===== src/khc_pkg.sv =====
// khc_pkg: shared types and constants of the k-mer histogram counter
// holds request, result, queue entry and configuration structs, command and status codes
// no dependencies
`default_nettype none

package khc_pkg;

  // fixed limits of the symbol window
  localparam int MAX_SYMBOLS = 8;
  localparam int MAX_KMER    = 16;
  localparam int MAX_USABLE  = (MAX_SYMBOLS < 8) ? MAX_SYMBOLS : 8;
  localparam int SYM_W       = (MAX_USABLE > 2) ? $clog2(MAX_USABLE) : 1;

  localparam logic [1:0] CMD_FEED  = 2'd0;
  localparam logic [1:0] CMD_READ  = 2'd1;
  localparam logic [1:0] CMD_WRITE = 2'd2;
  localparam logic [1:0] CMD_NONE  = 2'd3;

  localparam logic [1:0] ST_OK      = 2'd0;
  localparam logic [1:0] ST_UNKNOWN = 2'd1;
  localparam logic [1:0] ST_RANGE   = 2'd2;
  localparam logic [1:0] ST_SMALL   = 2'd3;

  localparam logic [1:0] CFG_ALPHABET_SIZE  = 2'd0;
  localparam logic [1:0] CFG_ALPHABET_CHARS = 2'd1;
  localparam logic [1:0] CFG_WINDOW_LEN     = 2'd2;

  localparam logic [3:0]  RST_ALPHABET_SIZE  = 4'd4;
  localparam logic [63:0] RST_ALPHABET_CHARS = 64'd1413695297;
  localparam logic [4:0]  RST_WINDOW_LEN     = 5'd8;

  typedef struct packed {
    logic [1:0]  command;
    logic [7:0]  symbol_char;
    logic        sequence_start;
    logic [15:0] entry_address;
    logic [31:0] entry_value;
  } req_t;

  typedef struct packed {
    logic [31:0] read_data;
    logic        kmer_counted;
    logic [15:0] kmer_index;
    logic [1:0]  status;
  } rsp_t;

  // classified request as it waits for the execution side
  typedef struct packed {
    logic [1:0]       command;
    logic             found;
    logic [SYM_W-1:0] pos;
    logic             sequence_start;
    logic [15:0]      entry_address;
    logic [31:0]      entry_value;
  } entry_t;

  // settled configuration as seen by the front and back
  typedef struct packed {
    logic [63:0] alphabet_chars;
    logic [3:0]  n;
    logic [4:0]  k;
    logic        undersized;
    logic        busy;
    logic        done;
  } cfg_t;

endpackage

`default_nettype wire


===== src/khc_front.sv =====
// khc_front: classifies an incoming request
// folds case and finds the highest alphabet position that matches
// depends on khc_pkg
`default_nettype none

module khc_front import khc_pkg::*; (
  input  wire req_t    request,
  input  wire cfg_t    cfg,
  output entry_t       entry
);

  function automatic logic [7:0] fold_case(input logic [7:0] c);
    logic [7:0] r;
    r = c;
    if (c >= 8'h41 && c <= 8'h5A) begin
      r = 8'(c + 8'h20);
    end
    return r;
  endfunction

  logic [7:0]       want;
  logic             found;
  logic [SYM_W-1:0] pos;

  assign want = fold_case(request.symbol_char);

  // later positions override earlier ones
  always_comb begin
    found = 1'b0;
    pos   = '0;
    for (int i = 0; i < MAX_USABLE; i++) begin
      if (4'(i) < cfg.n && fold_case(cfg.alphabet_chars[8*i +: 8]) == want) begin
        found = 1'b1;
        pos   = SYM_W'(i);
      end
    end
  end

  assign entry.command        = request.command;
  assign entry.found          = found;
  assign entry.pos            = pos;
  assign entry.sequence_start = request.sequence_start;
  assign entry.entry_address  = request.entry_address;
  assign entry.entry_value    = request.entry_value;

endmodule

`default_nettype wire


===== config.mk =====
export PLATFORM = sky130hd
export DESIGN_NAME = khc_front
export DESIGN_NICKNAME = d
export VERILOG_FILES = /design/src/khc_pkg.sv /design/src/khc_front.sv
export SDC_FILE = /design/constraint.sdc
export NUM_CORES = 1
export LEC_CHECK = 0
export BUFFER_PORTS_ARGS = -buffer_cell sky130_fd_sc_hd__buf_4
export CORE_UTILIZATION = 38
export DETAILED_ROUTE_END_ITERATION = 12
export PLACE_DENSITY = 0.81
export SETUP_SLACK_MARGIN = 0.5
export SLEW_MARGIN = 10
export SYNTH_ARGS = -nofsm -noshare
export SYNTH_HDL_FRONTEND = slang
export SYNTH_SLANG_ARGS = --single-unit

===== constraint.sdc =====
create_clock -name vclk -period 2.5
set_clock_uncertainty 0.15 [all_clocks]
set_input_delay 0.25 -clock vclk [all_inputs]
set_output_delay 0.25 -clock vclk [all_outputs]
set_load 0.01 [all_outputs]

==> results of run 1 <==
==> report_power, final <==
part / internal [uW] / total (uW) / switching [uW] / leakage (uW)
registers: 0 / 0 / 0 / 0
clock network: 0 / 0 / 0 / 0
logic: 330 / 613 / 283 / 0.00151
==> per-layer routing <==
layer  track usage  vias to the layer above  share of wire
li1              -                     1374              -
met2         0.433                      153           0.52
met3        0.0422                       27          0.073
met1         0.262                     1369           0.38
met5             0                        -              0
met4        0.0714                        0          0.026
==> final cells by class <==
cell class | count | area (um^2) | share of cell area
Multi-Input combinational cell | 250 | 2110 | 0.604
Timing Repair Buffer | 164 | 1270 | 0.363
Tap cell | 75 | 93.8 | 0.0268
Inverter | 6 | 22.5 | 0.00644
==> through the flow <==
step                hold WS, ns  area [um^2]  total power (uW)  setup slack, ns
global route              0.350         3500               659           -0.259
floorplan                 0.442         2430               350           0.0529
finish                    0.350         3500               613           -0.194
global placement          0.350         3250               532           -0.283
detailed placement        0.350         3250               550           -0.347
CTS                       0.350         3410               584           -0.177
==> cells in the mapped netlist (all sizes together), types with 6 or more instances <==
| cell | instances |
|---|---|
| a21o | 6 |
| a21oi | 11 |
| a221oi | 8 |
| buf | 58 |
| clkbuf | 6 |
| ha | 9 |
| inv | 6 |
| nand2 | 13 |
| nand3 | 7 |
| nor2 | 13 |
| nor3 | 13 |
| nor4 | 7 |
| o211ai | 7 |
| o221ai | 6 |
| xnor2 | 33 |
| xor2 | 22 |
==> logic make-up (layout without fill, tap and decap cells) <==
logic type,after synthesis,after routing,share of synthesized area
AND/OR/NAND/NOR,99,99,0.246
AO/OA/AOI/OAI,86,86,0.303
buffers and inverters,70,170,0.199
XOR/XNOR,55,55,0.201
adder cells (fa/ha/maj),9,9,0.0469
multiplexers,1,1,0.00417
==> critical path, stage by stage <==
cell	delay, ns
buf_4	0.12
ha_4	0.23
buf_4	0.14
o41ai_2	0.41
xnor2_1	0.16
or3b_1	0.39
a32o_2	0.28
a21bo_1	0.19
buf_6	0.12
==> worst min-delay path by stage <==
stage and endpoint:
2_1_floorplan entry[0], 3_3_place_gp entry[0], 3_5_place_dp entry[0], 4_1_cts entry[0], 5_1_grt entry[35], 6_report entry[10]
==> repair_timing <==
item / CTS / global route
setup endpoints to repair: 4 / 4
gates resized for setup: 25 / 12
setup buffers: 6 / 1
pin swaps: 17 / 6
==> impl.org, run 1 <==
** Outcome
- The run finished, with violations left.
- Violations in the final reports :: negative setup slack

** Floorplanning
- During I/O placement, the number of pins put on the boundary was 190.
- For this configuration, the core starts out at a cell density of 0.399.
- The floorplan step defined a die boundary enclosing 6640 um^2.
- Die Y-Extent :: 81.5 um
- Die X-Extent :: 81.5 um
- Floorplan Core Area :: 6030 um^2
- Std cell rows :: 28

** Yosys
- In this run, distinct cell masters in the synthesized netlist total 73.
- After synthesis the cells add up to 2400 um^2.
- A synthesized cell averages 7.51 um^2.
- The biggest area contributor in the post-synthesis netlist is buf_4.
- In the synthesized netlist, the number of instances is 320.
- Number of warnings reported in the yosys synthesis log :: 0
- Of the synthesized area, sequential elements account for 0.
- Synth top area cells :: buf_4, xnor2_1, xor2_1, ha_1, a221oi_1
- The share of synthesized area in the top cell type comes to 0.162.
- Counting every net in the synthesized netlist gives 464.

** Cells and area
- At the end of the flow the core is filled with cells to 0.580.
- Area growth from synthesis to layout :: 45.6%
- Counting the clock-network buffers in the layout gives 0.
- Sequential cells placed in the final layout were counted as 0.
- For this run, the post-layout net count is 566.
- Leading cell type in the layout, fill and taps excluded :: buf_4
- Total inserted antenna cells :: 0
- After the flow finishes, the layout carries non-filler instances totaling 495.
- Share of post-route cells with drive strength above 1 :: 0.490
- Sequential cell area :: 0 um^2
- Fill cells :: 534
- The top cell types in the final layout, fill and taps aside, are buf_4, xnor2_1, xor2_1.

** STA
- Timing would allow up to 371 MHz.
- The hold violation total from the final report is 0.
- Setup violations remaining at the end of the flow were counted as 4.
- Setup repair after global routing missed its margin :: yes
- Once routing completed, OpenROAD measured the worst setup slack at -0.194 ns.
- Subtracting the final worst setup slack from the clock period gives 2.69 ns.
- Worst max-slew margin expressed relative to the limit :: 0.717
- Tcrit/Tclk final :: 1.08
- Worst slew pin tran :: 0.421 ns
- Adding up every negative setup slack in the final design gives -0.690 ns.
- The final number of max-transition violations came to 0.

** GRT
- The first global-routing pass estimated 12400 um of wire.
- The initial antenna violation count came to 0.
- After global routing the overflow that remains totals 0.
- GRT Overall Usage :: 0.232
- Vias in the first global route :: 2801
- Largest net degree at the start of global routing :: 12

** Place
- The HPWL after detailed placement is 6620 um.
- Placed Cells :: 488
- Input and output buffers added on the ports amount to 80.
- Final weighted congestion of routability-driven global placement :: 0.932

** Critical path
- Of all nets on the critical path, the largest fanout is 3.
- Data on the critical path arrives at its endpoint at 2.29 ns.
- Capture point of the critical path :: entry[50]
- STA classifies the critical path startpoint as an input port.
- Crit Path Category :: in2out
- STA classifies the critical path endpoint as an output port.
- The most critical setup path has its startpoint at request[54].
- Required @ worst endpoint :: 2.10 ns

** Detailed routing
- Routed length per instance :: 16.5 um
- After detailed routing, the number of remaining DRC violations is 0.
- After detailed routing, the total wire length is 8180 um.
- Dividing the detail-routed via count by the number of cells gives 5.91.
- After the first detailed-routing iteration, the DRC count stood at 138.
- Iteration count of the initial detailed-routing pass :: 4
- Post-DRT Antenna Nets :: 0
- The routed layout has 2923 vias.

** Run
- Number of max-cap violations :: 0

** Worst hold path
- Min-delay src :: request[10]
- Counting instances, the worst hold path has a depth of 0.
- The min-delay analysis places its worst path in the category in2out.

** Power and ir drop
- PD cells :: 175 nW/um^2
- Leak :: 0.00151 uW
- Worst VDD drop :: 0.0829 mV

** CTS
- Number of hold buffers added after cts :: 0
No activity file was read; power rests on OpenSTA's default activity.
==> run 2: changes to the inputs <==
- ABC_AREA: unset -> 1
==> run 2 against run 1 <==
  * The run now ends clean
  * Non-clock buffer count fell by 68
  * Design area fell by 14%
  * Die area is 0.87% lower
  * Global-route usage shrank 2.7 points
  * Synthesized area is 0.89% lower
==> impl.org, run 2 <==
** Place
- The HPWL after detailed placement is 5480 um.
- Port buffering added 80 buffers.
- The congestion estimate from routability-driven global placement came to 0.892.

** GRT
- First-pass GRT wire length :: 10900 um
- GRT Overall Usage :: 0.204
- Residual overflow from global routing :: 0
- Number of antenna violations at the first check in global routing :: 0
- The number of global-route vias before repair was 2599.
- Largest net degree at the start of global routing :: 13

** Detailed routing
- Routed WL :: 7190 um
- Routed vias/inst :: 5.05
- DRC marker count from the first detailed-route iteration :: 179
- For this run, design rule violations remaining after detail routing come to 0.
- Before antenna repair, the detailed router went through 4 iterations.
- Vias :: 2859
- Routed length per instance :: 12.7 um
- Post-DRT Antenna Nets :: 0

** Power and ir drop
- PD cells :: 154 nW/um^2
- Power comes to 463 uW.
- Summed over all cells, the static leakage comes to 0.00162 uW.
- The internal portion of the total power is 218 uW.
- Switch share :: 0.528
- For this design the total switching power over the nets is 244 uW.
- The share of total power dissipated in sequential elements is 0.
- Clk network pwr share :: 0
- The share of total power dissipated in combinational logic is 1.000.
- Worst VDD drop :: 0.0774 mV

** Critical path
- Largest driver fanout on the critical path :: 8
- The worst setup path is of the in2out kind.
- Data on the critical path arrives at its endpoint at 1.87 ns.
- Kind of capture point of the worst setup path :: output port
- Launching element type of the critical path :: input port
- STA puts the critical path data required time at 2.10 ns.

** Floorplanning
- Die Y-Extent :: 81.2 um
- Row generation in the floorplan step produced 28 rows.
- Measured along the x axis, the die boundary spans 81.2 um.
- Floorplan Core Area :: 5990 um^2
- For this design the top-level I/O count stands at 190.
- The initial utilization of the core area, before any placement, comes to 0.397.
- The die covers 6590 um^2.

** Cells and area
- The filler cells instantiated in the layout total 605.
- Total inserted antenna cells :: 0
- Final-layout clock buffer total :: 0
- Area growth from synthesis to layout :: 26.0%
- Area of the multi-input gates :: 1790 um^2
- Registers take 0 um^2.
- The design has 0 sequential cells.
- Number of nets in the layout :: 637
- Highest-count cells in the layout ignoring fill and taps :: nand2_1, buf_4, inv_1
- Of the cells placed in the final design, the portion with a size suffix greater than 1 is 0.283.
- The library cell used most frequently in the layout, excluding fill and tap cells, is nand2_1.

** Worst hold path
- Hold Path Class :: in2out

** Yosys
- Avg Synthesized Cell Area :: 5.27 um^2
- Post-Syn Nets :: 596
- Top-count cell post-synth :: nand2_1
- During synthesis, Yosys emitted a total of 0 warnings.
- Synth top cells by count :: nand2_1, inv_1, nor2_1
- Post-Syn Instances :: 452
- buf_4 takes more of the synthesized area than any other cell.
- Share of the synthesized area in the top cell type :: 0.170
- The synthesized netlist occupies a cell area of 2380 um^2.
- By area the synthesized netlist is led by buf_4, nand2_1, inv_1, nor2_1, xor2_1.
- Of the synthesized area, sequential elements account for 0.
- Synthesis instantiated 32 different standard cells from the library.

** STA
- The worst path needs 2.27 ns of the cycle, external delays included.
- Based on the critical path, the design can be clocked at up to 441 MHz.
- Tcrit/Tclk final :: 0.907
- The hold violation total from the final report was 0.
- Worst slew pin tran :: 0.381 ns
- Worst slack on hold paths :: 0.350 ns
- Worst max-slew margin expressed relative to the limit :: 0.744
- The final number of max-transition violations was 0.
- Setup repair after global routing missed its margin :: yes
- Setup violations remaining at the end of the flow were counted as 0.
- Final sum of negative setup slack :: 0 ns

** Run
- Across the run, the number of max-cap violations was 0.

** Outcome
- Run status :: finished clean
run 2: cell type report:
cell class                      count  share of cell area
Inverter                           77               0.101
Multi-Input combinational cell    318               0.598
Tap cell                           75              0.0313
Timing Repair Buffer               96               0.270
run 2: kinds of logic after synthesis:
group,Yosys count,share of synthesized area
compound gates,49,0.125
xor+xnor,21,0.0772
fa+ha+maj,9,0.0473
buf+inv,135,0.308
simple gates,238,0.442
run 2: stage by stage:
stage / instances / instance area (um^2) / setup slack [ns] / util
after floorplan: 452 / 2380 / 0.517 / -
after global placement: 550 / 2640 / 0.122 / 0.440
after detailed placement: 550 / 2640 / 0.0917 / 0.440
after CTS: 561 / 2850 / 0.283 / 0.476
after global routing: 566 / 3000 / 0.122 / 0.501
final: 566 / 3000 / 0.233 / 0.501
run 2: metal layers:
metal  up-vias  share of wire  track usage
met1      1257           0.40        0.250
met4         0          0.032       0.0750
li1       1460              -            -
met3        24          0.071       0.0112
met5         -              0            0
met2       118           0.50        0.373
run 2: worst max-delay path, cell delays in order:
cell	delay [ns]
buf_8	0.13
nand2_2	0.07
inv_2	0.04
nand2_4	0.08
nand3_4	0.15
o21ai_4	0.27
buf_6	0.15
nor2_1	0.04
nor2_1	0.09
nand4_1	0.19
nand2_2	0.17
inv_1	0.06
nand2_2	0.07
buf_4	0.11
run 2: power groups by stage:
stage               registers, uW  logic [uW]  clock network, uW
detailed placement              0         397                  0
finish                          0         463                  0
global route                    0         513                  0
CTS                             0         434                  0
global placement                0         384                  0
floorplan                       0         315                  0
run 2: final timing paths:
kind,start,endpoint,slack [ns],cells after the start
worst max-delay path,request[53],entry[50],0.23,14
worst min-delay path,request[0],entry[0],0.35,0
run 2: repair_timing:
action / 4_1_cts / 5_1_grt
pin swaps: 17 / 23
cloned: 1 / 0
setup endpoints to repair: 4 / 4
hold buffers: 0 / 0
setup buffers: 10 / 5
gates resized for setup: 32 / 32
