===== config.mk =====
export PLATFORM = sky130hd
export DESIGN_NAME = khc_queue
export DESIGN_NICKNAME = d
export VERILOG_FILES = /design/src/khc_pkg.sv /design/src/khc_queue.sv
export SDC_FILE = /design/constraint.sdc
export NUM_CORES = 1
export LEC_CHECK = 0
export ABC_AREA = 0
export BUFFER_PORTS_ARGS = -buffer_cell sky130_fd_sc_hd__clkbuf_2
export CAP_MARGIN = 20
export CORE_ASPECT_RATIO = 1.1
export CORE_MARGIN = 2
export CORE_UTILIZATION = 27
export DETAILED_ROUTE_END_ITERATION = 10
export HOLD_SLACK_MARGIN = 0.06
export PLACE_DENSITY = 0.46
export SETUP_SLACK_MARGIN = 0.15
export SYNTH_ARGS = -nofsm -noshare
export SYNTH_HDL_FRONTEND = slang
export SYNTH_SLANG_ARGS = --single-unit

===== constraint.sdc =====
create_clock -name clk -period 6 [get_ports clk]
set_input_delay 0.3 -clock clk [delete_from_list [all_inputs] [get_ports clk]]
set_output_delay 0.3 -clock clk [all_outputs]
set_load 0.02 [all_outputs]

===== src/khc_pkg.sv =====
// khc_pkg: shared types and constants of the k-mer histogram counter
// holds request, result, queue entry and configuration structs, command and status codes
// no dependencies
`default_nettype none

package khc_pkg;

  // fixed limits of the symbol window
  localparam int MAX_SYMBOLS = 8;
  localparam int MAX_KMER    = 16;
  localparam int MAX_USABLE  = (MAX_SYMBOLS < 8) ? MAX_SYMBOLS : 8;
  localparam int SYM_W       = (MAX_USABLE > 2) ? $clog2(MAX_USABLE) : 1;

  localparam logic [1:0] CMD_FEED  = 2'd0;
  localparam logic [1:0] CMD_READ  = 2'd1;
  localparam logic [1:0] CMD_WRITE = 2'd2;
  localparam logic [1:0] CMD_NONE  = 2'd3;

  localparam logic [1:0] ST_OK      = 2'd0;
  localparam logic [1:0] ST_UNKNOWN = 2'd1;
  localparam logic [1:0] ST_RANGE   = 2'd2;
  localparam logic [1:0] ST_SMALL   = 2'd3;

  localparam logic [1:0] CFG_ALPHABET_SIZE  = 2'd0;
  localparam logic [1:0] CFG_ALPHABET_CHARS = 2'd1;
  localparam logic [1:0] CFG_WINDOW_LEN     = 2'd2;

  localparam logic [3:0]  RST_ALPHABET_SIZE  = 4'd4;
  localparam logic [63:0] RST_ALPHABET_CHARS = 64'd1413695297;
  localparam logic [4:0]  RST_WINDOW_LEN     = 5'd8;

  typedef struct packed {
    logic [1:0]  command;
    logic [7:0]  symbol_char;
    logic        sequence_start;
    logic [15:0] entry_address;
    logic [31:0] entry_value;
  } req_t;

  typedef struct packed {
    logic [31:0] read_data;
    logic        kmer_counted;
    logic [15:0] kmer_index;
    logic [1:0]  status;
  } rsp_t;

  // classified request as it waits for the execution side
  typedef struct packed {
    logic [1:0]       command;
    logic             found;
    logic [SYM_W-1:0] pos;
    logic             sequence_start;
    logic [15:0]      entry_address;
    logic [31:0]      entry_value;
  } entry_t;

  // settled configuration as seen by the front and back
  typedef struct packed {
    logic [63:0] alphabet_chars;
    logic [3:0]  n;
    logic [4:0]  k;
    logic        undersized;
    logic        busy;
    logic        done;
  } cfg_t;

endpackage

`default_nettype wire


===== src/khc_queue.sv =====
// khc_queue: two-entry queue of classified requests
// parts the accepting front from the executing back
// depends on khc_pkg
`default_nettype none

module khc_queue import khc_pkg::*; (
  input  wire logic   clk,
  input  wire logic   rst,
  input  wire logic   push,
  input  wire entry_t din,
  input  wire logic   pop,
  output entry_t      head,
  output logic        full,
  output logic        empty
);

  entry_t     slots [2];
  logic       wr_ptr;
  logic       rd_ptr;
  logic [1:0] count;

  always_ff @(posedge clk) begin
    if (rst) begin
      wr_ptr <= 1'b0;
      rd_ptr <= 1'b0;
      count  <= 2'd0;
    end else begin
      if (push) wr_ptr <= ~wr_ptr;
      if (pop) rd_ptr <= ~rd_ptr;
      unique case ({push, pop})
        2'b10:   count <= 2'(count + 2'd1);
        2'b01:   count <= 2'(count - 2'd1);
        default: count <= count;
      endcase
    end
  end

  always_ff @(posedge clk) begin
    if (push) slots[wr_ptr] <= din;
  end

  assign head  = slots[rd_ptr];
  assign full  = (count == 2'd2);
  assign empty = (count == 2'd0);

endmodule

`default_nettype wire


==> results.rst, run 1 <==
.. list-table::
   :header-rows: 1

   * - Metric
     - Value
   * - Result of the run
     - finished, final reports clean
   * - Post-CTS Repair Setup Buffers
     - 0
   * - Post-route fraction of the period consumed by the critical path
     - 0.4138
   * - Per-cell via count in the routed design
     - 4.106
   * - Slew @ Worst Pin
     - 937.1 ps
   * - Clock latency at the later pin of the worst-skew pair
     - 400 ps
   * - Area fraction in and, or, nand and nor cells after synthesis
     - 0.01050
   * - R2R depth
     - 2
   * - Worst Setup End Kind
     - output pin
   * - Synth Register Bits
     - 115
   * - Minimum clock period after layout
     - 2483 ps
   * - Top post-synthesis cells by area
     - sky130_fd_sc_hd__edfxtp_1, sky130_fd_sc_hd__mux2_2, sky130_fd_sc_hd__dfxtp_1, sky130_fd_sc_hd__buf_4, sky130_fd_sc_hd__xnor2_1
   * - Number of max-slew violations in the final report
     - 0
   * - Clock buffers created by TritonCTS
     - 17
   * - Cell depth of the worst min-delay path
     - 1
   * - Wire length of the first global-routing pass
     - 11,920 um
   * - # fillers
     - 1,464
   * - Effective utilization at floorplan
     - 0.2770
   * - Clock H-tree levels
     - 4
   * - Synth top area share
     - 0.7921
   * - Prevailing post-synth register cell
     - sky130_fd_sc_hd__edfxtp_1
   * - Post-layout power
     - 2.128 mW
   * - Clock tree root buffer cell
     - sky130_fd_sc_hd__clkbuf_16
   * - RSZ-0062 raised after global routing
     - no
   * - Crit Reg-Reg Startpoint
     - wr_ptr
   * - Peak Freq
     - 402.8 MHz
   * - DRC violation count after routing
     - 0
   * - DRT Wirelength
     - 7936 um
   * - Start-to-end type of the worst setup path
     - reg -> out
   * - GRT Resource Usage Total
     - 0.1017
   * - Max-capacitance violation count
     - 0
   * - Number of global-route vias before repair
     - 2,296
   * - Async SR Flop Fraction
     - 0
   * - Ant diodes
     - 0
   * - Overall overflow remaining after global route
     - 0
   * - TritonCTS clock tree
     - done
   * - Distinct cell type count after synthesis
     - 15
   * - Area fraction in compound gates after synthesis
     - 0.002400
   * - Iteration-0 DRC count of the detailed router
     - 74
   * - Reg-to-Reg End
     - slots[1][24]
   * - Number of antenna violations at the first check in global routing
     - 0
   * - Classification of the worst-slack hold path
     - in -> reg
   * - Reg2Reg Setup Slack
     - 4020 ps
   * - Syn_area_per_cell
     - 21.61 um2
   * - Top-level I/O count
     - 116
   * - Post-synthesis mux area share
     - 0.1485
   * - Share of post-route cells with drive strength above 1
     - 0.5977
   * - Post-synthesis sequential area ratio
     - 0.8161
   * - Xor/xnor share of the synthesized area
     - 0.008401
   * - Wire length per cell
     - 14.72 um
   * - Fin Setup TNS
     - 0 ps
   * - Row Count
     - 47
   * - Max-slew headroom at the worst pin
     - 0.3753
   * - VDD IR max
     - 0.0002195 V
   * - Worst EP arrival
     - 2180 ps
   * - CP startpoint kind
     - flop
   * - Total number of clock tree sinks
     - 115
   * - Combined area of all synthesized cells
     - 0.004170 mm2
   * - Largest family of logic cells by synthesized area
     - multiplexers
   * - Final estimated routing congestion in global placement
     - 0.6362
   * - Count of flip-flops with a built-in enable after synthesis
     - 110
   * - Final worst-path setup slack
     - 3517 ps
   * - Pin count of the biggest net entering global routing
     - 37
   * - Number of hold violations in the final report
     - 0
   * - Buffers added on ports
     - 115
   * - Most common cell in the synthesized netlist
     - sky130_fd_sc_hd__edfxtp_1
   * - Fraction of the mapped netlist area in adder cells
     - 0.003000
   * - Setup-failing EPs final
     - 0
   * - Hold path startpoint
     - din[2]
   * - Synthesis-to-finish area growth
     - 34.53%
   * - Synth Instances
     - 193
   * - Detailed-routing iteration count for the pre-antenna-repair pass
     - 4
   * - Clock Skews
     - 6.173 ps
   * - Placeable core region
     - 0.01505 mm2
   * - Die span in y
     - 134.3 um
   * - Most instantiated cells after synthesis
     - sky130_fd_sc_hd__edfxtp_1, sky130_fd_sc_hd__mux2_2, sky130_fd_sc_hd__nor2_1
   * - Maximum fanout count along the critical path
     - 36
   * - Post-synthesis cell type with the largest combined area
     - sky130_fd_sc_hd__edfxtp_1
   * - Number of nets with antenna violations after routing
     - 0
   * - Critical path data required time
     - 5700 ps
   * - Nets in the synthesized netlist
     - 253
   * - Power density relative to cell area
     - 379.2 mW/mm2
   * - Reg clk slew, reported paths
     - 50 ps
   * - Leakage power
     - 2.131 nW
   * - Bufs on Longest Clock Path
     - 2
   * - Routed via count
     - 2,213
   * - Layout net count
     - 390
   * - Worst min-delay path endpoint
     - slots[0][2]
   * - Die X
     - 122.5 um
   * - Yosys synthesis warning count
     - 0
   * - Post-Place Setup Slack
     - 3854 ps
   * - DP Wirelength
     - 5044 um
   * - Floorplan die area
     - 0.01646 mm2
-- cells in the final DEF (no fill, tap or decap), types with 3 or more instances in the layout --
cell type and count:
sky130_fd_sc_hd__clkbuf_2 115, sky130_fd_sc_hd__edfxtp_1 110, sky130_fd_sc_hd__mux2_2 55, sky130_fd_sc_hd__clkbuf_16 17, sky130_fd_sc_hd__clkbuf_8 6, sky130_fd_sc_hd__nor2_1 5
sky130_fd_sc_hd__clkbuf_1 5, sky130_fd_sc_hd__dlygate4sd3_1 5, sky130_fd_sc_hd__dfxtp_1 4, sky130_fd_sc_hd__buf_4 4, sky130_fd_sc_hd__xnor2_1 3, sky130_fd_sc_hd__clkinv_2 3
-- flip-flops by register name, indices dropped and copies added, names as in the netlist, named ones only --
signal / cells
rd_ptr: 1
count: 2
wr_ptr: 1
slots: 110
-- per-layer routing --
metal / wire [um] / up-vias / global-route usage / part of all wire
li1: - / 1031 / - / -
met1: 3373 / 1088 / 0.1172 / 0.43
met2: 3885 / 81 / 0.1556 / 0.49
met3: 549 / 13 / 0.05315 / 0.069
met4: 127 / 0 / 0.04789 / 0.016
met5: 0 / - / 0 / 0
-- critical path: stages (launching register included) --
cell                       delay (ps)
sky130_fd_sc_hd__dfxtp_2          630
sky130_fd_sc_hd__buf_4            550
sky130_fd_sc_hd__mux2_2           420
sky130_fd_sc_hd__clkbuf_2         160
-- worst max path at each step --
stage	from	end	slack (ps)	cells after the start
final	flop	head[35]	3520	3
after CTS	flop	head[35]	3420	3
after floorplan	push	slots[0][0]	2860	2
after detailed placement	flop	head[35]	3850	3
after global placement	flop	head[35]	3880	3
after global routing	flop	head[35]	3340	3
-- cell type report --
class / count / area [um2] / area share
clock inverter: 4 / 45.04 / 0.008029
sequential: 115 / 3405 / 0.6068
multi-input combinational: 71 / 729.5 / 0.1300
tap: 196 / 245.2 / 0.04371
inverter: 1 / 3.754 / 0.0006690
timing repair buffer: 124 / 655.6 / 0.1169
clock buffer: 28 / 526.8 / 0.09389
-- cell families (layout without fill, tap and decap cells) --
kind of cell,Yosys count,count (layout)
simple gates,9,9
flops,115,115
compound gates,2,2
mux,55,55
buf+inv,7,157
xor+xnor,4,4
fa+ha+maj,1,1
-- per-stage QoR --
step | area [um2] | instances | hold slack [ps] | utilization
finish | 5610 | 539 | 86.07 | 0.3727
global route | 5610 | 539 | 60.62 | 0.3727
CTS | 5560 | 534 | 63.22 | 0.3693
detailed placement | 4989 | 502 | 493.0 | 0.3314
global placement | 4989 | 502 | 482.2 | 0.3314
floorplan | 4170 | 193 | 369.1 | -
-- power by group --
part | internal, mW | switching (mW) | leakage [nW] | total [mW]
Clock | 0.633 | 0.316 | 0.284 | 0.948
Sequential | 0.938 | 0.0165 | 1.07 | 0.954
Combinational | 0.0919 | 0.133 | 0.773 | 0.225
-- repair_timing --
action                                 CTS  global route
gates resized for setup                  0             0
hold buffers                             0             5
endpoints found under the hold margin    0             9
(Power assumes the default switching activity.)
==> inputs of run 2 (changes only) <==
==> constraint.sdc (replaced) <==
create_clock -name clk -period 2.4 [get_ports clk]
set_input_delay 0.12 -clock clk [delete_from_list [all_inputs] [get_ports clk]]
set_output_delay 0.12 -clock clk [all_outputs]
set_load 0.02 [all_outputs]
==> run 2 against run 1 <==
First-iteration DRC count is 11% higher. Combinational power grew to 2.9 times the previous value. Sequential share of layout area is 6.3 points lower. Clock skew is 2.7 ps lower. Hold slack better by 160 ps. Register-to-register slack worse by 3100 ps. Critical path type unchanged.
==> results.rst, run 2 (synthesis gave the netlist of run 1 again) <==
.. list-table::
   :header-rows: 1

   * - Metric
     - Value
   * - Most flops, register
     - slots
   * - Most frequent cells in the layout
     - sky130_fd_sc_hd__clkbuf_2, sky130_fd_sc_hd__edfxtp_1, sky130_fd_sc_hd__dlygate4sd3_1
   * - Result of the run
     - finished, final reports clean
   * - Area of the multi-input gates
     - 729.5 um2
   * - Final estimated routing congestion in global placement
     - 0.6416
   * - DRC violation count after routing
     - 0
   * - GRT Resource Usage Total
     - 0.1079
   * - Layout net count
     - 445
   * - Reg clk slew, reported paths
     - 50 ps
   * - Synthesis-to-finish area growth
     - 49.99%
   * - Floorplan die area
     - 0.01646 mm2
   * - Number of nets with antenna violations after routing
     - 0
   * - Registers with the highest flip-flop counts
     - slots (110), count (2)
   * - Flip-flop and latch area
     - 0.003405 mm2
   * - Max-slew headroom at the worst pin
     - 0.6594
   * - Slew @ Worst Pin
     - 510.9 ps
   * - Maximum fanout count along the critical path
     - 25
   * - Most common cell after layout, fill and taps aside
     - sky130_fd_sc_hd__clkbuf_2
   * - Number of global-route vias before repair
     - 2,611
   * - CP Cell Sequence
     - buf_12 > mux2_2 > clkbuf_2
   * - Max FFs per register
     - 110
   * - Wire length per cell
     - 13.66 um
   * - Leakage power
     - 2.396 nW
   * - Share of post-route cells with drive strength above 1
     - 0.5176
   * - Buffers added on ports
     - 115
   * - Part of the total power dissipated in the clock network
     - 0.465
   * - Internal power of the cells
     - 4.461 mW
   * - Placeable core region
     - 0.01505 mm2
   * - Clock H-tree levels
     - 4
   * - Overall overflow remaining after global route
     - 0
   * - Clock tree root buffer cell
     - sky130_fd_sc_hd__clkbuf_16
   * - Crit Reg-Reg Startpoint
     - wr_ptr
   * - Die span in y
     - 134.3 um
   * - Per-cell via count in the routed design
     - 3.990
   * - DRT Wirelength
     - 8115 um
   * - CTS-repair resized insts
     - 0
   * - RSZ-0062 raised after global routing
     - no
   * - Biggest cell delay along the critical path
     - 620 ps
   * - Wire length of the first global-routing pass
     - 12,920 um
   * - Fin Setup TNS
     - 0 ps
   * - Peak Freq
     - 516.6 MHz
   * - Library cell contributing the largest single delay on the critical path
     - sky130_fd_sc_hd__dfxtp_2
   * - Setup-failing EPs final
     - 0
   * - Pin count of the biggest net entering global routing
     - 44
   * - Clock latency at the later pin of the worst-skew pair
     - 400 ps
   * - Effective utilization at floorplan
     - 0.2770
   * - Sw frac
     - 0.2141
   * - Number of max-slew violations in the final report
     - 0
   * - Critical path data required time
     - 2280 ps
   * - Row Count
     - 47
   * - # fillers
     - 1,443
   * - CP startpoint kind
     - flop
   * - Max-capacitance violation count
     - 0
   * - Clock buffers created by TritonCTS
     - 17
   * - Worst Setup End Kind
     - output pin
   * - Hold path startpoint
     - push
   * - Detailed-routing iteration count for the pre-antenna-repair pass
     - 5
   * - Start-to-end type of the worst setup path
     - reg -> out
   * - Minimum clock period after layout
     - 1936 ps
   * - Bufs on Longest Clock Path
     - 2
   * - Power density relative to cell area
     - 907.5 mW/mm2
   * - Clock Skews
     - 3.494 ps
   * - Iteration-0 DRC count of the detailed router
     - 82
   * - Top-level I/O count
     - 116
   * - Routed via count
     - 2,370
   * - Post-layout power
     - 5.676 mW
   * - Ant diodes
     - 0
   * - Comb power frac
     - 0.115
   * - Switching Power
     - 1.215 mW
   * - Die X
     - 122.5 um
   * - DP Wirelength
     - 5073 um
   * - Worst EP arrival
     - 1820 ps
   * - Classification of the worst-slack hold path
     - in -> reg
   * - Number of antenna violations at the first check in global routing
     - 0
   * - VDD IR max
     - 0.0004053 V
   * - Sequential Power Share
     - 0.420
   * - Number of hold violations in the final report
     - 0
   * - Total number of clock tree sinks
     - 115
   * - Post-route fraction of the period consumed by the critical path
     - 0.8065
   * - TritonCTS clock tree
     - done
## run 2: layout make-up
cell class	instances	share of cell area
flip-flops and latches	115	0.5443
repair buffers	179	0.2000
multi-input cells	71	0.1166
clock buffers	18	0.06861
inverters	1	0.0006001
clock inverters	14	0.03061
well taps	196	0.03921
## run 2: timing repair
action | in CTS | in global routing
endpoints found under the hold margin | 115 | 0
buffers inserted | 0 | 0
hold buffers | 58 | 0
## run 2: final timing paths
check | endpoint | slack [ps] | depth (start not counted)
max | head[17] | 460 | 3
min | slots[0][31] | 250 | 3
max reg2reg | slots[1][28] | 890 | 2
min reg2reg | count[1] | 500 | 2
## run 2: stage by stage
stage	hold slack, ps	area (um2)	instances	util	worst slack, ps
finish	245.8	6255	594	0.4155	464.3
global route	236.9	6255	594	0.4155	348.5
CTS	225.1	6255	594	0.4155	395.9
detailed placement	313.1	5054	504	0.3357	844.4
global placement	310.2	5054	504	0.3357	857.7
floorplan	189.1	4173	193	-	208.6
## run 2: critical path: cells and delay by family, from the launching register on
| kind | cells | cell delay (ps) |
|---|---|---|
| buffers and inverters | 2 | 410 |
| flip-flops | 1 | 620 |
| multiplexers | 1 | 370 |
## run 2: power groups by stage
stage                     registers [mW]  logic [mW]  clock network (mW)
after floorplan                     2.41       0.369                   0
after global placement              2.42       0.589                   0
after detailed placement            2.42       0.592                   0
after CTS                           2.38       0.671                2.71
after global routing                2.40       0.707                2.81
final                               2.38       0.654                2.64
## run 2: routing by layer
layer | vias to the layer above | track usage | part of all wire
met5 | - | 0 | 0
met4 | 0 | 0.05172 | 0.0089
met3 | 6 | 0.05017 | 0.054
met2 | 73 | 0.1806 | 0.51
met1 | 1146 | 0.1143 | 0.42
li1 | 1145 | - | -
