File: src/khc_pkg.sv
// khc_pkg: shared types and constants of the k-mer histogram counter
// holds request, result, queue entry and configuration structs, command and status codes
// no dependencies
`default_nettype none

package khc_pkg;

  // fixed limits of the symbol window
  localparam int MAX_SYMBOLS = 8;
  localparam int MAX_KMER    = 16;
  localparam int MAX_USABLE  = (MAX_SYMBOLS < 8) ? MAX_SYMBOLS : 8;
  localparam int SYM_W       = (MAX_USABLE > 2) ? $clog2(MAX_USABLE) : 1;

  localparam logic [1:0] CMD_FEED  = 2'd0;
  localparam logic [1:0] CMD_READ  = 2'd1;
  localparam logic [1:0] CMD_WRITE = 2'd2;
  localparam logic [1:0] CMD_NONE  = 2'd3;

  localparam logic [1:0] ST_OK      = 2'd0;
  localparam logic [1:0] ST_UNKNOWN = 2'd1;
  localparam logic [1:0] ST_RANGE   = 2'd2;
  localparam logic [1:0] ST_SMALL   = 2'd3;

  localparam logic [1:0] CFG_ALPHABET_SIZE  = 2'd0;
  localparam logic [1:0] CFG_ALPHABET_CHARS = 2'd1;
  localparam logic [1:0] CFG_WINDOW_LEN     = 2'd2;

  localparam logic [3:0]  RST_ALPHABET_SIZE  = 4'd4;
  localparam logic [63:0] RST_ALPHABET_CHARS = 64'd1413695297;
  localparam logic [4:0]  RST_WINDOW_LEN     = 5'd8;

  typedef struct packed {
    logic [1:0]  command;
    logic [7:0]  symbol_char;
    logic        sequence_start;
    logic [15:0] entry_address;
    logic [31:0] entry_value;
  } req_t;

  typedef struct packed {
    logic [31:0] read_data;
    logic        kmer_counted;
    logic [15:0] kmer_index;
    logic [1:0]  status;
  } rsp_t;

  // classified request as it waits for the execution side
  typedef struct packed {
    logic [1:0]       command;
    logic             found;
    logic [SYM_W-1:0] pos;
    logic             sequence_start;
    logic [15:0]      entry_address;
    logic [31:0]      entry_value;
  } entry_t;

  // settled configuration as seen by the front and back
  typedef struct packed {
    logic [63:0] alphabet_chars;
    logic [3:0]  n;
    logic [4:0]  k;
    logic        undersized;
    logic        busy;
    logic        done;
  } cfg_t;

endpackage

`default_nettype wire

File: src/khc_config.sv
// khc_config: configuration registers and table span computation
// computes the symbol count to the power of the window length, then its multiples
// depends on khc_pkg
`default_nettype none

module khc_config import khc_pkg::*; #(
  parameter int TABLE_DEPTH = 65536,
  localparam int SPAN_W = $clog2(TABLE_DEPTH + 1) + 3
) (
  input  wire logic              clk,
  input  wire logic              rst,
  input  wire logic              cfg_write,
  input  wire logic [1:0]        cfg_index,
  input  wire logic [63:0]       cfg_data,
  output cfg_t                   cfg,
  output logic [SPAN_W-1:0]      span_mult [8]
);

  localparam logic [1:0] C_IDLE = 2'd0;
  localparam logic [1:0] C_MUL  = 2'd1;
  localparam logic [1:0] C_FIN  = 2'd2;

  logic [3:0]        alphabet_size;
  logic [63:0]       alphabet_chars;
  logic [4:0]        window_len;
  logic [1:0]        state;
  logic [SPAN_W-1:0] span;
  logic [4:0]        step;
  logic              undersized;
  logic              done;

  logic [3:0]        n_use;
  logic [4:0]        k_use;
  logic [SPAN_W-1:0] prod;
  logic [SPAN_W-1:0] span_fix;

  assign n_use    = (alphabet_size > 4'(MAX_USABLE)) ? 4'(MAX_USABLE) : alphabet_size;
  assign k_use    = (window_len == 5'd0) ? 5'd1 : window_len;
  assign prod     = span * SPAN_W'(n_use);
  // an empty alphabet gives a zero span, which acts as one
  assign span_fix = (span == '0) ? SPAN_W'(1) : span;

  always_ff @(posedge clk) begin
    if (rst) begin
      alphabet_size  <= RST_ALPHABET_SIZE;
      alphabet_chars <= RST_ALPHABET_CHARS;
      window_len     <= RST_WINDOW_LEN;
      state          <= C_MUL;
      span           <= SPAN_W'(1);
      step           <= 5'd0;
      undersized     <= 1'b0;
      done           <= 1'b0;
    end else begin
      done <= 1'b0;
      unique case (state)
        C_MUL: begin
          if (k_use > 5'(MAX_KMER)) begin
            undersized <= 1'b1;
            state      <= C_FIN;
          end else if (step == k_use) begin
            state <= C_FIN;
          end else if (prod > SPAN_W'(TABLE_DEPTH)) begin
            undersized <= 1'b1;
            state      <= C_FIN;
          end else begin
            span <= prod;
            step <= 5'(step + 5'd1);
          end
        end
        C_FIN: begin
          span  <= span_fix;
          done  <= 1'b1;
          state <= C_IDLE;
        end
        default: begin
        end
      endcase
      if (cfg_write) begin
        case (cfg_index)
          CFG_ALPHABET_SIZE:  alphabet_size  <= cfg_data[3:0];
          CFG_ALPHABET_CHARS: alphabet_chars <= cfg_data;
          CFG_WINDOW_LEN:     window_len     <= cfg_data[4:0];
          default: begin
          end
        endcase
        state      <= C_MUL;
        span       <= SPAN_W'(1);
        step       <= 5'd0;
        undersized <= 1'b0;
        done       <= 1'b0;
      end
    end
  end

  // multiples of the span let the back reduce with one subtract
  always_ff @(posedge clk) begin
    if (state == C_FIN) begin
      for (int j = 0; j < 8; j++) begin
        span_mult[j] <= SPAN_W'(span_fix * SPAN_W'(j));
      end
    end
  end

  assign cfg.alphabet_chars = alphabet_chars;
  assign cfg.n              = n_use;
  assign cfg.k              = k_use;
  assign cfg.undersized     = undersized;
  assign cfg.busy           = (state != C_IDLE);
  assign cfg.done           = done;

endmodule

`default_nettype wire

File: config.mk
export PLATFORM = sky130hd
export DESIGN_NAME = khc_config
export DESIGN_NICKNAME = d
export VERILOG_FILES = /design/src/khc_pkg.sv /design/src/khc_config.sv
export SDC_FILE = /design/constraint.sdc
export NUM_CORES = 1
export LEC_CHECK = 0
export ABC_AREA = 1
export BUFFER_PORTS_ARGS = -buffer_cell sky130_fd_sc_hd__buf_4
export CAP_MARGIN = 30
export CORE_AREA = 8 8 174 176
export CTS_CLUSTER_DIAMETER = 50
export DETAILED_ROUTE_END_ITERATION = 10
export DIE_AREA = 0 0 182 184
export GPL_ROUTABILITY_DRIVEN = 0
export PLACE_DENSITY = 0.72
export SYNTH_ARGS = -nofsm -noshare
export SYNTH_HDL_FRONTEND = slang
export SYNTH_SLANG_ARGS = --single-unit
File: constraint.sdc
create_clock -name clk -period 10.1 [get_ports clk]
set_clock_uncertainty 0.2 [all_clocks]
set_input_delay 1.01 -clock clk [delete_from_list [all_inputs] [get_ports clk]]
set_output_delay 1.01 -clock clk [all_outputs]
set_load 0.05 [all_outputs]
==> out/metrics.yaml, run 1 <==
ys_types: 43
synth.avg_cell_area_sq_um: 8.045
dr.pass1.iters: 5
drt_first_iter_violations: 608
final.period_utilization_pct: 58.70
cts_buffers: 17
cts-root-buf: "clkbuf_16"
cts_resized: 0
ys_seq_elements: 177
p_clk_share_pct: 18.2
synth_ff_type: "dfxtp_1"
setup_viol: 0
port_buffers: 280
cp-start-kind: "flop"
cts_tree: "built"
maxSlewHeadroom_pct: 39.60
whs_ns: 0.2629
clk_latency_ns: 0.44
io_pins: 305
ant_nets: 0
final_layout_size_suffix_gt1_share_pct: 20.73
timing.final.ws_setup_ns: 4.171
initial_core_util_pct: 45.53
placed_area_sq_um: 14300
max_freq_ghz: 0.1687
vias_per_cell: 5.082
yosys-mux-area-fraction_pct: 0
seq_area_sq_um: 4294
outcome: "finished clean"
synthSimpleGateAreaFrac_pct: 20.49
power.switching_mw: 1.796
path_class: "reg -> reg"
setup_tns_ns: 0
cts_max_level: 4
yosys_warnings: 0
multi_input_area_sq_um: 6696
first_global_vias: 10928
synth_edf_count: 75
die_y_um: 184
die_x_um: 182
antenna_cells: 0
drv_cap: 0
globalRouteOverflowTotal: 0
async_flop_share_pct: 0
synth_fa_ha_area_share_pct: 17.78
clock_sinks: 177
ys_seq_area_share_pct: 34.32
wl_um: 32680
end_kind: "flop"
dieArea_sq_um: 33490
drc: 0
wire_per_inst_um: 15.59
final_cell_area_sq_um: 14920
grt_use_total_pct: 19.46
area_growth_syn_to_layout_pct: 19.27
worst_slew_pin_slew_ns: 0.9050
final.min_clock_period_ns: 5.929
fillers: 2521
rsz0062_at_grt: "no"
antenna_found_initial: 0
ir_drop_mv: 0.1113
vias: 10656
synth_xor_area_share_pct: 4.680
hold_viol_final: 0
core_sq_um: 27480
worstPathRequired_ns: 10.23
p_sw_share_pct: 47.51
synth_compound_area_share_pct: 9.711
netlist_area_sq_um: 12510
ctsHoldBuffers: 0
grt_max_degree: 66
share_seq_of_total_power_pct: 29.0
nets: 1953
synth_top_family_by_area: "simple AND/OR/NAND/NOR gates"
drv_slew: 0
internal_power_mw: 1.984
num_rows: 61
critPathArrivalTime_ns: 6.06
crit_fanout: 38
p_leak_nw: 7.622
clkSlewWorstSetupHoldPaths_ns: 0.09
min_path_type: "reg -> reg"
cts_setup_buffers: 0
place_ws_ns: 4.275
p_per_area_nw_per_um2: 253.3
post-dp-hpwl_um: 25660
grt_pass1_wl_um: 54060
fin_util_pct: 54.31
synth_cells: 1555
clockBufferDepth: 2
combPwrFrac_pct: 52.8
[power groups by stage]
stage                     Combinational [mW]  Sequential [mW]  Clock [mW]
after floorplan                         1.55             1.10           0
after global placement                  1.93             1.11           0
after detailed placement                1.96             1.11           0
after CTS                               1.99             1.10       0.703
after global routing                    2.23             1.11       0.728
final                                   1.99             1.10       0.689
[registers in the layout, indices dropped and copies added (netlist names)]
register,cells
state,2
step,5
alphabet_size,4
undersized,1
span,20
alphabet_chars,64
span_mult,75
done,1
window_len,5
[layer usage]
metal | wire (um) | global-route usage [%]
met5 | 0 | 0
met2 | 15440 | 33.37
met4 | 608 | 5.510
met3 | 3233 | 7.213
met1 | 13410 | 22.53
[per-stage QoR]
step	total power [mW]	std cells
after floorplan	2.649	1578
after global placement	3.036	2064
after detailed placement	3.074	2065
after CTS	3.785	2097
after global routing	4.076	2097
final	3.780	2097
[layout by cell type (no fill, tap or decap), types with 8 or more instances in the layout]
cell type / instances
a21oi_1: 72
a21oi_2: 16
a31oi_1: 9
buf_4: 285
clkbuf_16: 18
conb_1: 24
dfxtp_1: 102
edfxtp_1: 75
fa_1: 53
ha_1: 92
inv_1: 186
nand2_1: 273
nand2_2: 8
nand3_1: 64
nand4_1: 16
nor2_1: 218
nor3_1: 10
o21ai_0: 99
xnor2_1: 22
xor2_1: 43
[cell families after synthesis]
logic type / after synthesis
compound gates: 217
xor+xnor: 66
fa+ha+maj: 146
buf+inv: 337
flops: 177
other cells: 1
simple gates: 611
[area by class of cell]
type / instances / area share, %
clock inverter: 14 / 1.124
multi-input combinational: 1064 / 44.88
sequential: 177 / 28.78
timing repair buffer: 286 / 14.47
tap: 346 / 2.901
clock buffer: 18 / 3.019
inverter: 192 / 4.830
[synth_stat cells, types with 2 or more instances]
master	n	area (sq um)
buf_2	2	10.01
buf_6	4	45.04
o31ai_1	2	15.01
edfxtp_1	75	2252
clkbuf_1	52	195.2
o21bai_1	4	30.03
nand2_4	4	45.04
nand3_2	4	40.04
dfxtp_1	102	2042
nand2_2	8	50.05
nand3_1	64	320.3
buf_4	87	653.1
o21ai_0	99	495.5
a21o_1	5	37.54
nor2_1	218	818.3
nand4_1	16	100.1
nand2_1	273	1025
o2111ai_1	2	17.52
ha_1	93	1164
nand3b_1	4	30.03
inv_2	5	18.77
xnor2_1	22	192.7
fa_1	53	1061
inv_1	186	698.2
a31oi_1	9	56.30
a21oi_1	72	360.4
xor2_1	43	376.6
a21oi_2	16	140.1
nor3_1	11	55.05
nor4_1	3	18.77
o211ai_1	5	37.54
[path summary, 6_finish.rpt]
check	end	from	depth (start not counted)	slack, ns
worst min-delay path	alphabet_chars[26]$_SDFFE_PP1P_	alphabet_chars[26]$_SDFFE_PP1P_	2	0.26
worst min register to register	alphabet_chars[26]$_SDFFE_PP1P_	alphabet_chars[26]$_SDFFE_PP1P_	2	0.26
worst max register to register	span[3]$_SDFFE_PP0P_	alphabet_size[3]$_SDFFE_PP0P_	22	4.17
worst max-delay path	span[3]$_SDFFE_PP0P_	alphabet_size[3]$_SDFFE_PP0P_	22	4.17
[worst max-delay path: stages, from the launching register on]
cell and delay, ns:
dfxtp_1 0.88, nor2_8 0.08, inv_1 0.41, nor2_1 0.12
fa_1 0.51, inv_1 0.06, fa_1 0.53, inv_1 0.04
ha_1 0.37, nand2_1 0.12, nand3_1 0.16, nand2_1 0.10
nand2_1 0.08, xnor2_1 0.29, nand2_1 0.09, nor2_1 0.17
nand3_1 0.15, nand2_2 0.16, nand3_2 0.70, nand2_4 0.37
nand2_1 0.08, nand2_1 0.08, nor2_1 0.05
Note: power is estimated with default switching activity, not from simulation.
==> inputs of run 2 (changes only) <==
ABC_AREA = 0   (was 1)
CORE_AREA = 8 8 171 173   (was 8 8 174 176)
DIE_AREA = 0 0 179 181   (was 0 0 182 184)
clock period = 5.7 ns   (was 10.1 ns; I/O delays follow)
==> run 2 against run 1 <==
Against the previous run:
- routed wire length shrank 5.0%
- non-clock buffer count grew 20
- sequential cell count is the same
- synthesized area shrank 4.2%
- count of clock-buffer cells in the layout is the same
- via count shrank 9.6%
- synthesized cell count shrank 17%
- combinational power shrank 74%
- global-route usage shrank 0.55 points
- power shrank 18%
- clock power grew 77%
- first-iteration DRC count shrank 22%
- largest power group is now registers
==> out/metrics.yaml, run 2 <==
yosys_warnings: 0
io_pins: 305
top_register: "span_mult"
cp_common_cell: "inv_1"
whs_path_depth: 3
dr.pass1.iters: 5
whs_ns: 0.1294
core_sq_um: 26500
ir_drop_mv: 0.1669
grt_use_total_pct: 18.91
end_kind: "flop"
synth_xor_area_share_pct: 5.115
ctsHoldBuffers: 0
yosys-mux-area-fraction_pct: 0.8456
yosysTopAreaCellShare_pct: 18.79
crit_fanout: 6
ys_types: 69
clk_latency_ns: 0.44
cp-start-kind: "flop"
clkSlewWorstSetupHoldPaths_ns: 0.09
first_global_vias: 9737
antenna_found_initial: 0
antenna_cells: 0
drv_cap: 0
port_buffers: 280
synth_fa_ha_area_share_pct: 18.56
dieArea_sq_um: 32400
place_ws_ns: 0.4141
vias_per_cell: 5.205
ys_top_cells_by_count: "nand2_1, dfxtp_1, a21oi_1, inv_1, ha_1"
seq_area_sq_um: 4294
cts_tree: "built"
clockBufferDepth: 2
layout_commonest_cell: "buf_4"
cts-root-buf: "clkbuf_16"
hold_start: "cfg_data[16]"
timing.final.ws_setup_ns: 0.4067
num_rows: 60
synthTopCellsByArea: "edfxtp_1, dfxtp_1, ha_1, fa_1, nand2_1"
synthSimpleGateAreaFrac_pct: 16.70
setup_tns_ns: 0
multi_input_area_sq_um: 6563
grt_busiest_layer: "met2"
grtUsageMet3_pct: 7.527
cts_resized: 0
p_per_area_nw_per_um2: 213.5
globalRouteOverflowTotal: 0
maxSlewHeadroom_pct: 49.17
final_layout_size_suffix_gt1_share_pct: 23.84
die_y_um: 181
min_to: "alphabet_chars[16]$_SDFFE_PP1P_"
reg_top3: "span_mult x75, alphabet_chars x64, span x20"
path_class: "reg -> reg"
final_cell_area_sq_um: 14570
fin_util_pct: 55.00
layout_common_cells: "buf_4, nand2_1, dfxtp_1, a21oi_1, inv_1"
grt_pass1_wl_um: 49910
drv_slew: 0
ys_seq_elements: 177
initial_core_util_pct: 45.23
drt_first_iter_violations: 473
ys_seq_area_share_pct: 35.83
drc: 0
outcome: "finished clean"
use_met2_pct: 31.28
rr_startpoint: "span[18]$_SDFFE_PP0P_"
setup_viol: 0
min_path_type: "in -> reg"
vias: 9635
worst_slew_pin_slew_ns: 0.7624
yosysTopAreaCell: "edfxtp_1"
nets: 1712
wire_per_inst_um: 16.78
cts_buffers: 17
final.min_clock_period_ns: 5.293
cts_max_level: 4
netlist_area_sq_um: 11990
rsz0062_at_grt: "no"
synth_edf_count: 75
post-dp-hpwl_um: 23830
met1_usage_pct: 22.14
synth_cells: 1296
clock_sinks: 177
worst_path_largest_cell_delay_ns: 0.60
ant_nets: 0
hold_viol_final: 0
max_freq_ghz: 0.1889
grt_max_degree: 85
area_growth_syn_to_layout_pct: 21.60
p_leak_nw: 6.835
slowest_stage: "or4b_2"
wl_um: 31060
largest_register_ffs: 75
reg2reg_depth: 20
die_x_um: 179
fillers: 2378
synth_top_family_by_area: "adder cells"
worstPathRequired_ns: 5.68
placed_area_sq_um: 13930
yosysMostFrequentCell: "nand2_1"
synth_ff_type: "dfxtp_1"
synth_compound_area_share_pct: 12.56
final.period_utilization_pct: 92.87
cts_setup_buffers: 0
rr_endpoint: "span_mult[12]$_DFFE_PP_"
reg2reg_slack_ns: 0.41
critPathArrivalTime_ns: 5.28
async_flop_share_pct: 0
cp_cell_sequence: "inv_1 > ha_1 > or4b_2 > or3_1 > nand2b_1 > inv_1 > fa_1 > inv_1 > ha_1 > inv_1 > fa_1 > nor2b_1 > o21ai_0 > a21boi_0 > o21ai_0 > a21boi_1 > o21a_1 > o21ai_0 > nor4b_1 > a311o_1"
synth.avg_cell_area_sq_um: 9.248
==> run 2: changes by cell type after synthesis, moves of 25 or more <==
cell | previous run | this run
nand2_1 | 273 | 178
nor2_1 | 218 | 58
and2_1 | 0 | 56
nand3_1 | 64 | 29
xnor2_1 | 22 | 52
a21oi_1 | 72 | 99
inv_1 | 186 | 96
xor2_1 | 43 | 18
o21ai_0 | 99 | 39
==> run 2: cell type report <==
| class | instances | share of cell area (%) |
|---|---|---|
| Timing Repair Buffer | 306 | 15.90 |
| Tap cell | 341 | 2.928 |
| Clock inverter | 14 | 1.116 |
| Multi-Input combinational cell | 899 | 45.03 |
| Inverter | 96 | 2.473 |
| Clock buffer | 18 | 3.091 |
| Sequential cell | 177 | 29.46 |
==> run 2: report_power, final <==
part           total (mW)  internal [mW]  switching, mW
Combinational       0.513          0.177          0.335
Sequential           1.38           1.35         0.0270
Clock                1.22          0.621          0.600
==> run 2: cells by family (layout without fill, tap and decap cells) <==
logic type / Yosys count / in the layout
AND/OR/NAND/NOR: 413 / 413
XOR/XNOR: 70 / 70
adder cells (fa/ha/maj): 146 / 146
AO/OA/AOI/OAI: 236 / 236
multiplexers: 10 / 10
buffers and inverters: 243 / 434
flip-flops: 177 / 177
other: 1 / 24
==> run 2: worst max path at each step <==
stage / start / endpoint / cells past startpoint / slack (ns)
floorplan: alphabet_size[3]$_SDFFE_PP0P_ / step[4]$_SDFFE_PP0P_ / 18 / 0.17
global placement: span[18]$_SDFFE_PP0P_ / span_mult[12]$_DFFE_PP_ / 20 / 0.55
detailed placement: span[18]$_SDFFE_PP0P_ / span_mult[12]$_DFFE_PP_ / 20 / 0.41
CTS: span[18]$_SDFFE_PP0P_ / span_mult[12]$_DFFE_PP_ / 20 / 0.34
global route: span[18]$_SDFFE_PP0P_ / span_mult[12]$_DFFE_PP_ / 20 / 0.09
finish: span[18]$_SDFFE_PP0P_ / span_mult[12]$_DFFE_PP_ / 20 / 0.41
==> run 2: critical path: cells and delay by family (launching register included) <==
family | cells | cell delay [ns]
flops | 1 | 0.36
fa+ha+maj | 4 | 1.15
simple gates | 5 | 1.64
compound gates | 7 | 1.36
buf+inv | 4 | 0.34
==> run 2: layer usage <==
metal	up-vias	routed length [um]
li1	4685	-
met1	4554	12230
met2	360	14800
met3	36	3450
met4	0	573
met5	-	0
==> run 2: metrics by stage <==
| stage | instances | total power, mW |
|---|---|---|
| after global placement | 1818 | 1.910 |
| after detailed placement | 1818 | 1.919 |
| after floorplan | 1319 | 1.768 |
| after global routing | 1851 | 3.237 |
| after CTS | 1850 | 3.135 |
| final | 1851 | 3.111 |
==> inputs of run 3 (changes only) <==
BUFFER_PORTS_ARGS = -buffer_cell sky130_fd_sc_hd__buf_2   (was -buffer_cell sky130_fd_sc_hd__buf_4)
==> run 3 against run 2 <==
Against the previous run:
- routed wire length down 0.99%
- die area unchanged
- cell count up 0.11%
- highest routed layer is now met5
- sequential share of layout area up 1.5 points
==> out/metrics.yaml, run 3 (synthesis gave the netlist of run 2 again) <==
min_path_type: "in -> reg"
final.period_utilization_pct: 92.16
grt_pass1_wl_um: 49400
antenna_found_initial: 1
nets: 1714
worstPathRequired_ns: 5.80
drv_slew: 0
final_cell_count_no_fill: 1853
die_x_um: 179
layout_commonest_cell: "buf_2"
p_leak_nw: 6.652
post-dp-hpwl_um: 23830
cts_max_level: 4
drc: 0
hold_viol_final: 0
setup_tns_ns: 0
crit_fanout: 18
clk_latency_ns: 0.44
cts-root-buf: "clkbuf_16"
worst_slew_pin_slew_ns: 1.022
cts_tree: "built"
final.min_clock_period_ns: 5.253
reg_top3: "span_mult x75, alphabet_chars x64, span x20"
drv_cap: 0
vias_per_cell: 5.182
num_rows: 60
ir_drop_mv: 0.1860
area_growth_syn_to_layout_pct: 15.71
dieArea_sq_um: 32400
dr.pass1.iters: 5
grt_use_total_pct: 18.71
end_kind: "flop"
setup_viol: 0
largest_register_ffs: 75
p_total_mw: 3.042
globalRouteOverflowTotal: 0
clock_sinks: 177
cp-start-kind: "flop"
layout_common_cells: "buf_2, nand2_1, dfxtp_1, a21oi_1, inv_1"
wl_um: 30750
initial_core_util_pct: 45.23
max_freq_ghz: 0.1904
place_inst: 1821
outcome: "finished clean"
final_layout_size_suffix_gt1_share_pct: 23.94
cts_buffers: 17
vias: 9603
clkSlewWorstSetupHoldPaths_ns: 0.09
ant_nets: 0
wire_per_inst_um: 16.59
rsz0062_at_grt: "no"
clockBufferDepth: 2
antenna_cells: 0
top_register: "span_mult"
p_per_area_nw_per_um2: 219.4
io_pins: 305
drt_first_iter_violations: 501
path_class: "reg -> reg"
core_sq_um: 26500
port_buffers: 280
critPathArrivalTime_ns: 5.36
die_y_um: 181
first_global_vias: 9737
grt_max_degree: 75
maxSlewHeadroom_pct: 31.73
## run 3: changes by cell type in the layout (fill, tap and decap cells not counted), sizes merged
cell,delta
buf,+2
## run 3: final cells by class
type	instances	area [sq um]
sequential	177	4294
fill	2440	12630
timing repair buffer	308	1644
tap	341	426.7
clock buffer	18	439.2
inverter	96	360.3
multi-input combinational	899	6563
clock inverter	14	141.4
## run 3: report_power, final
part,total [mW],internal [mW],switching (mW)
sequential,1.38,1.35,0.0268
combinational,0.485,0.150,0.335
clock,1.18,0.595,0.584
total,3.04,2.10,0.946
## run 3: repair_timing
action	CTS	global route
endpoints found under the hold margin	0	0
hold buffers	0	0
buffers inserted	0	0
setup endpoints to repair	0	1
resized for setup	0	1
## run 3: worst max-delay path, cell delays in order (launching register included)
cell,delay (ns)
dfxtp_1,0.42
nor2b_1,0.07
buf_4,0.19
and2_1,0.19
fa_1,0.51
inv_1,0.06
fa_1,0.53
inv_1,0.04
ha_1,0.34
a21oi_1,0.19
a2bb2oi_1,0.26
o2bb2ai_1,0.08
a31o_2,0.25
mux2i_1,0.13
a221o_1,0.37
or4b_1,0.73
buf_4,0.27
o21ai_0,0.17
a21oi_1,0.09
## run 3: layer usage
metal  vias to the layer above  share of wire, %  GRT usage (%)  routed length [um]
met4                         2               2.3          6.219                 703
met3                        45                10          6.902                3081
li1                       4680                 -              -                   -
met2                       337                47          31.41               14550
met1                      4539                40          21.55               12400
met5                         -             0.039              0                  12
## run 3: worst paths after layout
check                           slack (ns)                            start  cells past startpoint                               to
worst max-delay path                  0.45    alphabet_size[3]$_SDFFE_PP0P_                     18            span[13]$_SDFFE_PP0P_
worst min-delay path                  0.14                     cfg_data[26]                      3  alphabet_chars[26]$_SDFFE_PP1P_
worst max register to register        0.45    alphabet_size[3]$_SDFFE_PP0P_                     18            span[13]$_SDFFE_PP0P_
worst min register to register        0.26  alphabet_chars[43]$_SDFFE_PP0P_                      2  alphabet_chars[43]$_SDFFE_PP0P_
## run 3: metrics by stage
step / hold slack (ns) / utilization, % / cell area, sq um / setup slack (ns)
floorplan: 0.2417 / - / 12070 / 0.1672
global placement: 0.2385 / 49.96 / 13240 / 0.5460
detailed placement: 0.2466 / 50.14 / 13290 / 0.4244
CTS: 0.1237 / 52.33 / 13870 / 0.3843
global route: 0.1424 / 52.33 / 13870 / 0.1014
finish: 0.1378 / 52.33 / 13870 / 0.4467
